==> config.mk <==
export PLATFORM = sky130hd
export DESIGN_NAME = der_ecdsa_p256_signature_unpacker
export DESIGN_NICKNAME = d
export VERILOG_FILES = /design/src/hdl/dsu_pkg.sv /design/src/hdl/dsu_parser.sv /design/src/hdl/dsu_res_fifo.sv /design/src/hdl/der_ecdsa_p256_signature_unpacker.sv
export SDC_FILE = /design/constraint.sdc
export NUM_CORES = 1
export LEC_CHECK = 0
export ABC_AREA = 1
export BUFFER_PORTS_ARGS = -buffer_cell sky130_fd_sc_hd__buf_2
export CAP_MARGIN = 20
export CORE_ASPECT_RATIO = 0.75
export CORE_MARGIN = 3
export CORE_UTILIZATION = 35
export CTS_CLUSTER_SIZE = 20
export DETAILED_ROUTE_END_ITERATION = 12
export SETUP_SLACK_MARGIN = 0.4
export SYNTH_ARGS = -nofsm -noshare
export SYNTH_HDL_FRONTEND = slang
export SYNTH_SLANG_ARGS = --single-unit
==> constraint.sdc <==
create_clock -name clk_i -period 10.4 [get_ports clk_i]
set_input_delay 2.08 -clock clk_i [delete_from_list [all_inputs] [get_ports clk_i]]
set_output_delay 2.08 -clock clk_i [all_outputs]
set_load 0.01 [all_outputs]
==> src/hdl/dsu_pkg.sv <==
// ----------------------------------------------------------------------------
// dsu_pkg: shared types and constants of the signature unpacker
// item layouts, parse phases, verdict codes and the result queue depth
// ----------------------------------------------------------------------------
package dsu_pkg;

  // encoding constants
  localparam int unsigned COORD_BYTES   = 32;
  localparam int unsigned MIN_TOTAL_LEN = 2 * COORD_BYTES;
  localparam logic [7:0]  TAG_SEQ       = 8'h30;
  localparam logic [7:0]  TAG_INT       = 8'h02;

  localparam int unsigned MAX_SIZE_W     = 9;
  localparam logic [MAX_SIZE_W-1:0] MAX_SIZE_RESET = 9'd128;

  localparam int unsigned IDX_W = 6;

  // result queue, must hold two results per step
  localparam int unsigned RQ_DEPTH = 4;
  localparam int unsigned RQ_PTR_W = $clog2(RQ_DEPTH);
  localparam int unsigned RQ_CNT_W = $clog2(RQ_DEPTH + 1);

  typedef enum logic [3:0] {
    PH_IDLE,
    PH_LEN,
    PH_RTAG,
    PH_RLEN,
    PH_RVAL,
    PH_STAG,
    PH_SLEN,
    PH_SVAL,
    PH_DONE
  } phase_e;

  typedef enum logic [1:0] {
    ST_OK        = 2'd0,
    ST_MALFORMED = 2'd1,
    ST_TRUNCATED = 2'd2
  } stat_e;

  typedef enum logic {
    KIND_VALUE   = 1'b0,
    KIND_VERDICT = 1'b1
  } kind_e;

  typedef struct packed {
    logic [7:0] data_byte;
    logic       first;
    logic       final_byte;
  } in_item_t;

  typedef struct packed {
    kind_e            kind;
    logic [IDX_W-1:0] sig_index;
    logic [7:0]       value_byte;
    stat_e            status;
    logic             run_end;
  } res_t;

  // up to two results from one step, in delivery order
  typedef struct packed {
    res_t       r0;
    res_t       r1;
    logic [1:0] count;
  } step_res_t;

  function automatic res_t mk_res(kind_e kind, logic [IDX_W-1:0] idx,
                                  logic [7:0] val, stat_e st);
    res_t r;
    r.kind       = kind;
    r.sig_index  = idx;
    r.value_byte = val;
    r.status     = st;
    r.run_end    = 1'b0;
    return r;
  endfunction

endpackage

==> src/hdl/dsu_parser.sv <==
// ----------------------------------------------------------------------------
// dsu_parser: DER field parser
// walks the signature encoding one byte per step and forms its results
// ----------------------------------------------------------------------------
module dsu_parser (
  input  logic                                 clk_i,
  input  logic                                 rst_ni,
  input  logic                                 step_i,
  input  dsu_pkg::in_item_t                    item_i,
  input  logic [dsu_pkg::MAX_SIZE_W-1:0]       max_size_i,
  output dsu_pkg::step_res_t                   res_o
);

  dsu_pkg::phase_e             phase_q, phase_d;
  logic [7:0]                  total_q, total_d;
  logic [7:0]                  rlen_q, rlen_d;
  logic [7:0]                  slen_q, slen_d;
  logic [7:0]                  cnt_q, cnt_d;
  logic [dsu_pkg::IDX_W-1:0]   pos_q, pos_d;

  logic [7:0] b;
  logic       in_frame;
  logic       len_bad, rlen_bad, slen_bad;
  logic [7:0] fld_len, pad, cnt_inc;
  logic       in_pad, field_done;

  // step events
  logic ev_trunc_old, ev_mal, ev_val, ev_ok, ev_trunc_fin, live_mid;

  assign b        = item_i.data_byte;
  assign in_frame = (phase_q != dsu_pkg::PH_IDLE) && (phase_q != dsu_pkg::PH_DONE);

  assign len_bad  = (b < 8'(dsu_pkg::MIN_TOTAL_LEN))
                 || (({2'b00, b} + 10'd2) > {1'b0, max_size_i});
  assign rlen_bad = (b < 8'(dsu_pkg::COORD_BYTES))
                 || (({1'b0, b} + 9'd2) > {1'b0, total_q});
  assign slen_bad = (b < 8'(dsu_pkg::COORD_BYTES))
                 || (({2'b00, b} + {2'b00, rlen_q} + 10'd4) > {2'b00, total_q});

  assign fld_len    = (phase_q == dsu_pkg::PH_RVAL) ? rlen_q : slen_q;
  assign pad        = fld_len - 8'(dsu_pkg::COORD_BYTES);
  assign in_pad     = cnt_q < pad;
  assign cnt_inc    = cnt_q + 8'd1;
  assign field_done = cnt_inc >= fld_len;

  // event decode
  always_comb begin
    ev_trunc_old = item_i.first && in_frame;
    ev_mal       = 1'b0;
    ev_val       = 1'b0;
    ev_ok        = 1'b0;
    if (item_i.first) begin
      ev_mal = (b != dsu_pkg::TAG_SEQ);
    end else begin
      unique case (phase_q)
        dsu_pkg::PH_LEN:  ev_mal = len_bad;
        dsu_pkg::PH_RTAG: ev_mal = (b != dsu_pkg::TAG_INT);
        dsu_pkg::PH_RLEN: ev_mal = rlen_bad;
        dsu_pkg::PH_STAG: ev_mal = (b != dsu_pkg::TAG_INT);
        dsu_pkg::PH_SLEN: ev_mal = slen_bad;
        dsu_pkg::PH_RVAL, dsu_pkg::PH_SVAL: begin
          if (in_pad) begin
            ev_mal = (b != 8'd0);
          end else begin
            ev_val = 1'b1;
          end
          ev_ok = !ev_mal && field_done && (phase_q == dsu_pkg::PH_SVAL);
        end
        default: ;
      endcase
    end
    live_mid     = item_i.first ? !ev_mal : (in_frame && !ev_mal && !ev_ok);
    ev_trunc_fin = item_i.final_byte && live_mid;
  end

  // next state
  always_comb begin
    phase_d = phase_q;
    total_d = total_q;
    rlen_d  = rlen_q;
    slen_d  = slen_q;
    cnt_d   = cnt_q;
    pos_d   = pos_q;
    if (item_i.first) begin
      total_d = '0;
      rlen_d  = '0;
      slen_d  = '0;
      cnt_d   = '0;
      pos_d   = '0;
      phase_d = ev_mal ? dsu_pkg::PH_DONE : dsu_pkg::PH_LEN;
    end else begin
      unique case (phase_q)
        dsu_pkg::PH_LEN: begin
          if (ev_mal) begin
            phase_d = dsu_pkg::PH_DONE;
          end else begin
            total_d = b;
            phase_d = dsu_pkg::PH_RTAG;
          end
        end
        dsu_pkg::PH_RTAG: phase_d = ev_mal ? dsu_pkg::PH_DONE : dsu_pkg::PH_RLEN;
        dsu_pkg::PH_RLEN: begin
          if (ev_mal) begin
            phase_d = dsu_pkg::PH_DONE;
          end else begin
            rlen_d  = b;
            cnt_d   = '0;
            phase_d = dsu_pkg::PH_RVAL;
          end
        end
        dsu_pkg::PH_STAG: phase_d = ev_mal ? dsu_pkg::PH_DONE : dsu_pkg::PH_SLEN;
        dsu_pkg::PH_SLEN: begin
          if (ev_mal) begin
            phase_d = dsu_pkg::PH_DONE;
          end else begin
            slen_d  = b;
            cnt_d   = '0;
            phase_d = dsu_pkg::PH_SVAL;
          end
        end
        dsu_pkg::PH_RVAL, dsu_pkg::PH_SVAL: begin
          if (ev_mal) begin
            phase_d = dsu_pkg::PH_DONE;
          end else begin
            if (ev_val) begin
              pos_d = pos_q + 1'b1;
            end
            cnt_d = cnt_inc;
            if (field_done) begin
              cnt_d   = '0;
              phase_d = (phase_q == dsu_pkg::PH_RVAL) ? dsu_pkg::PH_STAG
                                                      : dsu_pkg::PH_DONE;
            end
          end
        end
        default: ;
      endcase
    end
    if (ev_trunc_fin) begin
      phase_d = dsu_pkg::PH_DONE;
    end
  end

  // results, in order: old frame cut, malformed, value, ok, end of input
  always_comb begin
    dsu_pkg::res_t r0, r1, cur;
    logic [1:0]    n;
    r0  = dsu_pkg::mk_res(dsu_pkg::KIND_VERDICT, '0, 8'd0, dsu_pkg::ST_OK);
    r1  = r0;
    n   = 2'd0;
    cur = r0;
    if (ev_trunc_old) begin
      r0 = dsu_pkg::mk_res(dsu_pkg::KIND_VERDICT, '0, 8'd0, dsu_pkg::ST_TRUNCATED);
      n  = 2'd1;
    end
    if (ev_mal || ev_val || ev_ok) begin
      if (ev_mal) begin
        cur = dsu_pkg::mk_res(dsu_pkg::KIND_VERDICT, '0, 8'd0, dsu_pkg::ST_MALFORMED);
      end else begin
        cur = dsu_pkg::mk_res(dsu_pkg::KIND_VALUE, pos_q, b, dsu_pkg::ST_OK);
      end
      if (n == 2'd0) begin
        r0 = cur;
      end else begin
        r1 = cur;
      end
      n = n + 2'd1;
    end
    if (ev_ok || ev_trunc_fin) begin
      cur = dsu_pkg::mk_res(dsu_pkg::KIND_VERDICT, '0, 8'd0,
                            ev_ok ? dsu_pkg::ST_OK : dsu_pkg::ST_TRUNCATED);
      if (n == 2'd0) begin
        r0 = cur;
      end else begin
        r1 = cur;
      end
      n = n + 2'd1;
    end
    r0.run_end = (n == 2'd1);
    r1.run_end = (n == 2'd2);
    res_o.r0    = r0;
    res_o.r1    = r1;
    res_o.count = step_i ? n : 2'd0;
  end

  always_ff @(posedge clk_i or negedge rst_ni) begin
    if (!rst_ni) begin
      phase_q <= dsu_pkg::PH_IDLE;
      total_q <= '0;
      rlen_q  <= '0;
      slen_q  <= '0;
      cnt_q   <= '0;
      pos_q   <= '0;
    end else if (step_i) begin
      phase_q <= phase_d;
      total_q <= total_d;
      rlen_q  <= rlen_d;
      slen_q  <= slen_d;
      cnt_q   <= cnt_d;
      pos_q   <= pos_d;
    end
  end

`ifndef ASSERT_OFF
  a_two_results_max : assert property (@(posedge clk_i) disable iff (!rst_ni)
    res_o.count != 2'd3)
    else $error("parser produced more than two results");

  a_mal_closes_frame : assert property (@(posedge clk_i) disable iff (!rst_ni)
    step_i && ev_mal |=> phase_q == dsu_pkg::PH_DONE)
    else $error("malformed byte did not close the frame");

  a_pos_steps_on_value : assert property (@(posedge clk_i) disable iff (!rst_ni)
    step_i && ev_val |=> pos_q == $past(pos_q) + 1'b1)
    else $error("output position did not advance on a value byte");
`endif

endmodule

==> src/hdl/dsu_res_fifo.sv <==
// ----------------------------------------------------------------------------
// dsu_res_fifo: result queue
// takes up to two results a cycle and, while the sink pops, hands out one result a cycle
// ----------------------------------------------------------------------------
module dsu_res_fifo (
  input  logic               clk_i,
  input  logic               rst_ni,
  input  dsu_pkg::step_res_t push_i,
  output logic               room_o,
  output logic               valid_o,
  output dsu_pkg::res_t      data_o,
  input  logic               pop_i
);

  dsu_pkg::res_t                 mem_q [dsu_pkg::RQ_DEPTH];
  logic [dsu_pkg::RQ_PTR_W-1:0]  wr_ptr_q, rd_ptr_q;
  logic [dsu_pkg::RQ_CNT_W-1:0]  count_q;
  logic                          pop;

  assign valid_o = (count_q != '0);
  assign data_o  = mem_q[rd_ptr_q];
  assign pop     = pop_i && valid_o;
  // room for a full two-result step
  assign room_o  = count_q <= dsu_pkg::RQ_CNT_W'(dsu_pkg::RQ_DEPTH - 2);

  always_ff @(posedge clk_i) begin
    if (push_i.count != 2'd0) begin
      mem_q[wr_ptr_q] <= push_i.r0;
    end
    if (push_i.count == 2'd2) begin
      mem_q[wr_ptr_q + 1'b1] <= push_i.r1;
    end
  end

  always_ff @(posedge clk_i or negedge rst_ni) begin
    if (!rst_ni) begin
      wr_ptr_q <= '0;
      rd_ptr_q <= '0;
      count_q  <= '0;
    end else begin
      wr_ptr_q <= wr_ptr_q + dsu_pkg::RQ_PTR_W'(push_i.count);
      if (pop) begin
        rd_ptr_q <= rd_ptr_q + 1'b1;
      end
      count_q <= count_q + dsu_pkg::RQ_CNT_W'(push_i.count)
               - dsu_pkg::RQ_CNT_W'(pop);
    end
  end

`ifndef ASSERT_OFF
  a_push_needs_room : assert property (@(posedge clk_i) disable iff (!rst_ni)
    push_i.count != 2'd0 |-> room_o)
    else $error("result pushed without room");

  a_count_bound : assert property (@(posedge clk_i) disable iff (!rst_ni)
    count_q <= dsu_pkg::RQ_CNT_W'(dsu_pkg::RQ_DEPTH))
    else $error("result queue overfilled");

  a_pop_drains : assert property (@(posedge clk_i) disable iff (!rst_ni)
    pop && push_i.count == 2'd0 |=> count_q == $past(count_q) - 1'b1)
    else $error("pop did not drain the queue");
`endif

endmodule

==> src/hdl/der_ecdsa_p256_signature_unpacker.sv <==
// ----------------------------------------------------------------------------
// der_ecdsa_p256_signature_unpacker: DER ECDSA P-256 signature to raw r|s
// checks a DER signature byte by byte and emits indexed r|s bytes plus a verdict
// ----------------------------------------------------------------------------
// throughput: one input item per cycle while the result side keeps up; a byte
//   that yields two results goes out as two items from the result queue
// path: an accepted item waits in the input register, its results in the result queue
// reset: asynchronous, active low; parser idle awaiting a first byte, result
//   queue empty, max_size back to 128

module der_ecdsa_p256_signature_unpacker (
  input  logic                             clk_i,
  input  logic                             rst_ni,

  // configuration: max_size
  input  logic                             cfg_we_i,
  input  logic [dsu_pkg::MAX_SIZE_W-1:0]   cfg_wdata_i,

  // encoded bytes in
  input  logic                             s_axis_tvalid_i,
  output logic                             s_axis_tready_o,
  input  logic [7:0]                       s_axis_tdata_i,  // [7:0] data_byte
  input  logic                             s_axis_tuser_i,  // [0] first
  input  logic                             s_axis_tlast_i,  // final_byte

  // results out
  output logic                             m_axis_tvalid_o,
  input  logic                             m_axis_tready_i,
  output logic [15:0]                      m_axis_tdata_o,  // [5:0] sig_index,
                                                            // [13:6] value_byte,
                                                            // [15:14] status
  output logic                             m_axis_tuser_o,  // [0] kind
  output logic                             m_axis_tlast_o   // run_end
);

  logic [dsu_pkg::MAX_SIZE_W-1:0] max_size_q;

  // input register
  logic               in_valid_q;
  dsu_pkg::in_item_t  in_item_q;
  logic               step;
  logic               room;

  dsu_pkg::step_res_t step_res;
  dsu_pkg::res_t      head;

  always_ff @(posedge clk_i or negedge rst_ni) begin
    if (!rst_ni) begin
      max_size_q <= dsu_pkg::MAX_SIZE_RESET;
    end else if (cfg_we_i) begin
      max_size_q <= cfg_wdata_i;
    end
  end

  // the registered item is parsed as soon as the queue can take two results
  assign step            = in_valid_q && room;
  assign s_axis_tready_o = !in_valid_q || step;

  always_ff @(posedge clk_i or negedge rst_ni) begin
    if (!rst_ni) begin
      in_valid_q <= 1'b0;
    end else if (s_axis_tready_o) begin
      in_valid_q <= s_axis_tvalid_i;
    end
  end

  // payload, no reset needed
  always_ff @(posedge clk_i) begin
    if (s_axis_tready_o && s_axis_tvalid_i) begin
      in_item_q.data_byte  <= s_axis_tdata_i;
      in_item_q.first      <= s_axis_tuser_i;
      in_item_q.final_byte <= s_axis_tlast_i;
    end
  end

  // one pass over the byte: phase update, length checks, result forming
  dsu_parser u_parser (
    .clk_i      (clk_i),
    .rst_ni     (rst_ni),
    .step_i     (step),
    .item_i     (in_item_q),
    .max_size_i (max_size_q),
    .res_o      (step_res)
  );

  // results wait here; the input side waits on a busy sink only once the queue lacks room for two
  dsu_res_fifo u_res_fifo (
    .clk_i   (clk_i),
    .rst_ni  (rst_ni),
    .push_i  (step_res),
    .room_o  (room),
    .valid_o (m_axis_tvalid_o),
    .data_o  (head),
    .pop_i   (m_axis_tready_i)
  );

  assign m_axis_tdata_o = {head.status, head.value_byte, head.sig_index};
  assign m_axis_tuser_o = head.kind;
  assign m_axis_tlast_o = head.run_end;

endmodule

==> results.cfg <==
[grt]
grt_usage = 0.159
antenna_found_initial = 0
overflow = 0
grt_start_max_net_pins = 60
grt_pass1_wl_um = 32500
grt_pass1_vias = 6215

[pwr]
max-vdd-ir-drop_v = 0.000113
cellPowerDensity_nw_per_um2 = 280
fin_total_pwr_w = 0.00266
p_leak_nw = 4.24

[job]
drv_cap = 0

[route]
met2_length_um = 8230
wl_met1_um = 9970
drc = 0
highest_layer = met4
wl_met3_um = 985
via_per_inst = 4.90
via_count = 6340
drtIter0Drc = 487
drtAntennaViolNets = 0
wirelength_um = 19600
routedWlPerCell_um = 15.2
firstDrtPassIters = 5

[min_path]
worstHoldPathCells = 2
hp-class = flip-flop to flip-flop

[logic_synthesis]
synth_commonest_cells = nand2_1 (152), nor2_1 (134), inv_1 (122)
synthDominantCellAreaShare = 0.294
synth_most_common_cell = nand2_1
synth-seq-area-share = 0.470
syn_area_um2 = 8380
synth_fp_nets = 1021
netlist_instances = 935
synth-edff-count = 82
synth_seq_cells = 141
async_reset_ff_frac = 0.418
yosysWarnings = 0
ys_types = 48
synth_area_leaders = edfxtp_1 (29%), dfrtp_1 (17%), ha_1 (9.0%)
avgSynthCellArea_um2 = 8.96
synth_flop_cell = edfxtp_1
synth_area_leader_cell = edfxtp_1

[die]
start_util = 0.360
io_pins = 44
core_um2 = 23200
die_y_um = 140
rows = 48
dieArea_um2 = 25800
die_w_um = 185

[timing]
rsz0062_at_grt = false
drv_slew = 0
worstMarginPinSlew_ns = 0.906
skew_ns = 0.0156
final-setup-viol-count = 0
max_clock_freq_mhz = 169
setup_tns_ns = 0
period_share = 0.568
period_minus_slack_ns = 5.91
relSlewSlack = 0.393
final_hold_viol_count = 0

[clocking]
clock_path_buffers = 2
clkTransAtPathRegs_ns = 0.07
numClockSinks = 141
postCtsResizedCells = 0
cts_inserted_buffers = 17
clock_latency_ns = 0.43
htreeDepth = 4
cts_setup_buffers = 0
clockRootBuffer = clkbuf_16
holdBufCountCts = 0
cts_tree = built

[worst_setup_path]
cp.arrival_ns = 5.95
r2r_cells = 30
worstSetupPathType = flip-flop to flip-flop
cp_max_fo = 18
critPathMostFrequentCell = nand2_1
critPathRequiredTime_ns = 10.44
start_kind = flip-flop
end_kind = flip-flop
slowest_delay_ns = 0.66
worst_path_max_delay_cell = nand2_1

[final_layout]
stdcell_count = 1293
fin_util = 0.409
syn2layout_area_growth_pct = 13.4
finalNetCount = 1066
antenna_cells = 0
layout-drive-gt1-share = 0.147

[status]
status = complete, no violations

[placed_design]
dp_cells = 1260
dpl.hpwl_um = 14400
port_buffers = 43
gp_congestion = 0.924
==> cells by family (layout without fill, tap and decap cells) <==
kind of cell | Yosys count | after routing | synth area share
compound gates | 159 | 159 | 0.106
xor+xnor | 23 | 23 | 0.0240
fa+ha+maj | 62 | 62 | 0.0944
buf+inv | 152 | 210 | 0.0730
flops | 141 | 141 | 0.470
mux | 10 | 10 | 0.0134
simple gates | 388 | 388 | 0.219
==> final timing paths <==
kind,startpoint,endpoint,slack (ns)
worst max register to register,u_parser.phase_q[1],u_res_fifo.mem_q[1][11],4.49
worst min register to register,max_size_q[7],max_size_q[7],0.50
worst max-delay path,u_parser.phase_q[1],u_res_fifo.mem_q[1][11],4.49
worst min-delay path,max_size_q[7],max_size_q[7],0.50
max in group asynchronous,rst_ni,u_res_fifo.count_q[1],8.02
min in group asynchronous,rst_ni,u_parser.pos_q[5],1.81
==> placed cells by master, fill, tap and decap left out, types with 6 or more instances in the layout <==
cell type  Yosys  final
a21oi_1       29     29
edfxtp_1      82     82
nor3_1        12     12
xor2_1        18     18
nand2_4       10     10
ha_1          60     60
buf_2          2     43
o21ai_1        6      6
dfrtp_1       58     58
nor2_1       134    134
mux2_2        10     10
o21ai_0       86     86
clkinv_8       0      6
nand3_1       36     36
inv_1        122    122
o22ai_1       19     19
nand4_1        7      7
nand2_1      152    152
inv_2          7      7
clkbuf_16      0     17
nor2_2        17     17
==> cell type report <==
type	count	area, um2
Multi-Input combinational cell	642	3830
Tap cell	300	375
Clock inverter	15	189
Clock buffer	17	425
Timing Repair Buffer	48	253
Inverter	130	488
Fill cell	2339	13700
Sequential cell	141	3940
==> through the flow <==
| step | setup WS (ns) | instance area (um2) | hold slack, ns |
|---|---|---|---|
| floorplan | 5.42 | 8380 | 0.465 |
| global placement | 4.75 | 8870 | 0.485 |
| detailed placement | 4.55 | 8870 | 0.490 |
| CTS | 4.50 | 9490 | 0.506 |
| global route | 3.76 | 9500 | 0.521 |
| finish | 4.49 | 9500 | 0.504 |
==> metal layers <==
metal,vias up,global-route usage
li1,3208,-
met1,2950,0.237
met2,154,0.227
met3,28,0.0356
met4,0,0.0533
met5,-,0
==> report_power, final <==
part	switching [W]	internal [W]	leakage, nW
sequential	0.0000786	0.000748	1.51
combinational	0.000796	0.000426	2.43
clock	0.000284	0.000327	0.298
==> state kept, by name (all words and copies together) (netlist names) <==
register             cells
u_res_fifo.mem_q        72
u_parser.cnt_q           8
max_size_q               9
in_item_q               10
u_parser.rlen_q          8
u_parser.pos_q           6
u_parser.total_q         8
u_res_fifo.count_q       3
u_res_fifo.rd_ptr_q      2
u_parser.slen_q          8
u_res_fifo.wr_ptr_q      2
u_parser.phase_q         4
in_valid_q               1
==> critical path, delay by kind of cell (launching register included) <==
| family | cells | cell delay [ns] |
|---|---|---|
| AO/OA/AOI/OAI | 3 | 0.69 |
| XOR/XNOR | 1 | 0.14 |
| adder cells (fa/ha/maj) | 3 | 0.84 |
| buffers and inverters | 6 | 0.62 |
| flip-flops | 1 | 0.43 |
| AND/OR/NAND/NOR | 17 | 2.79 |
Power figures use the tool's default switching activity.
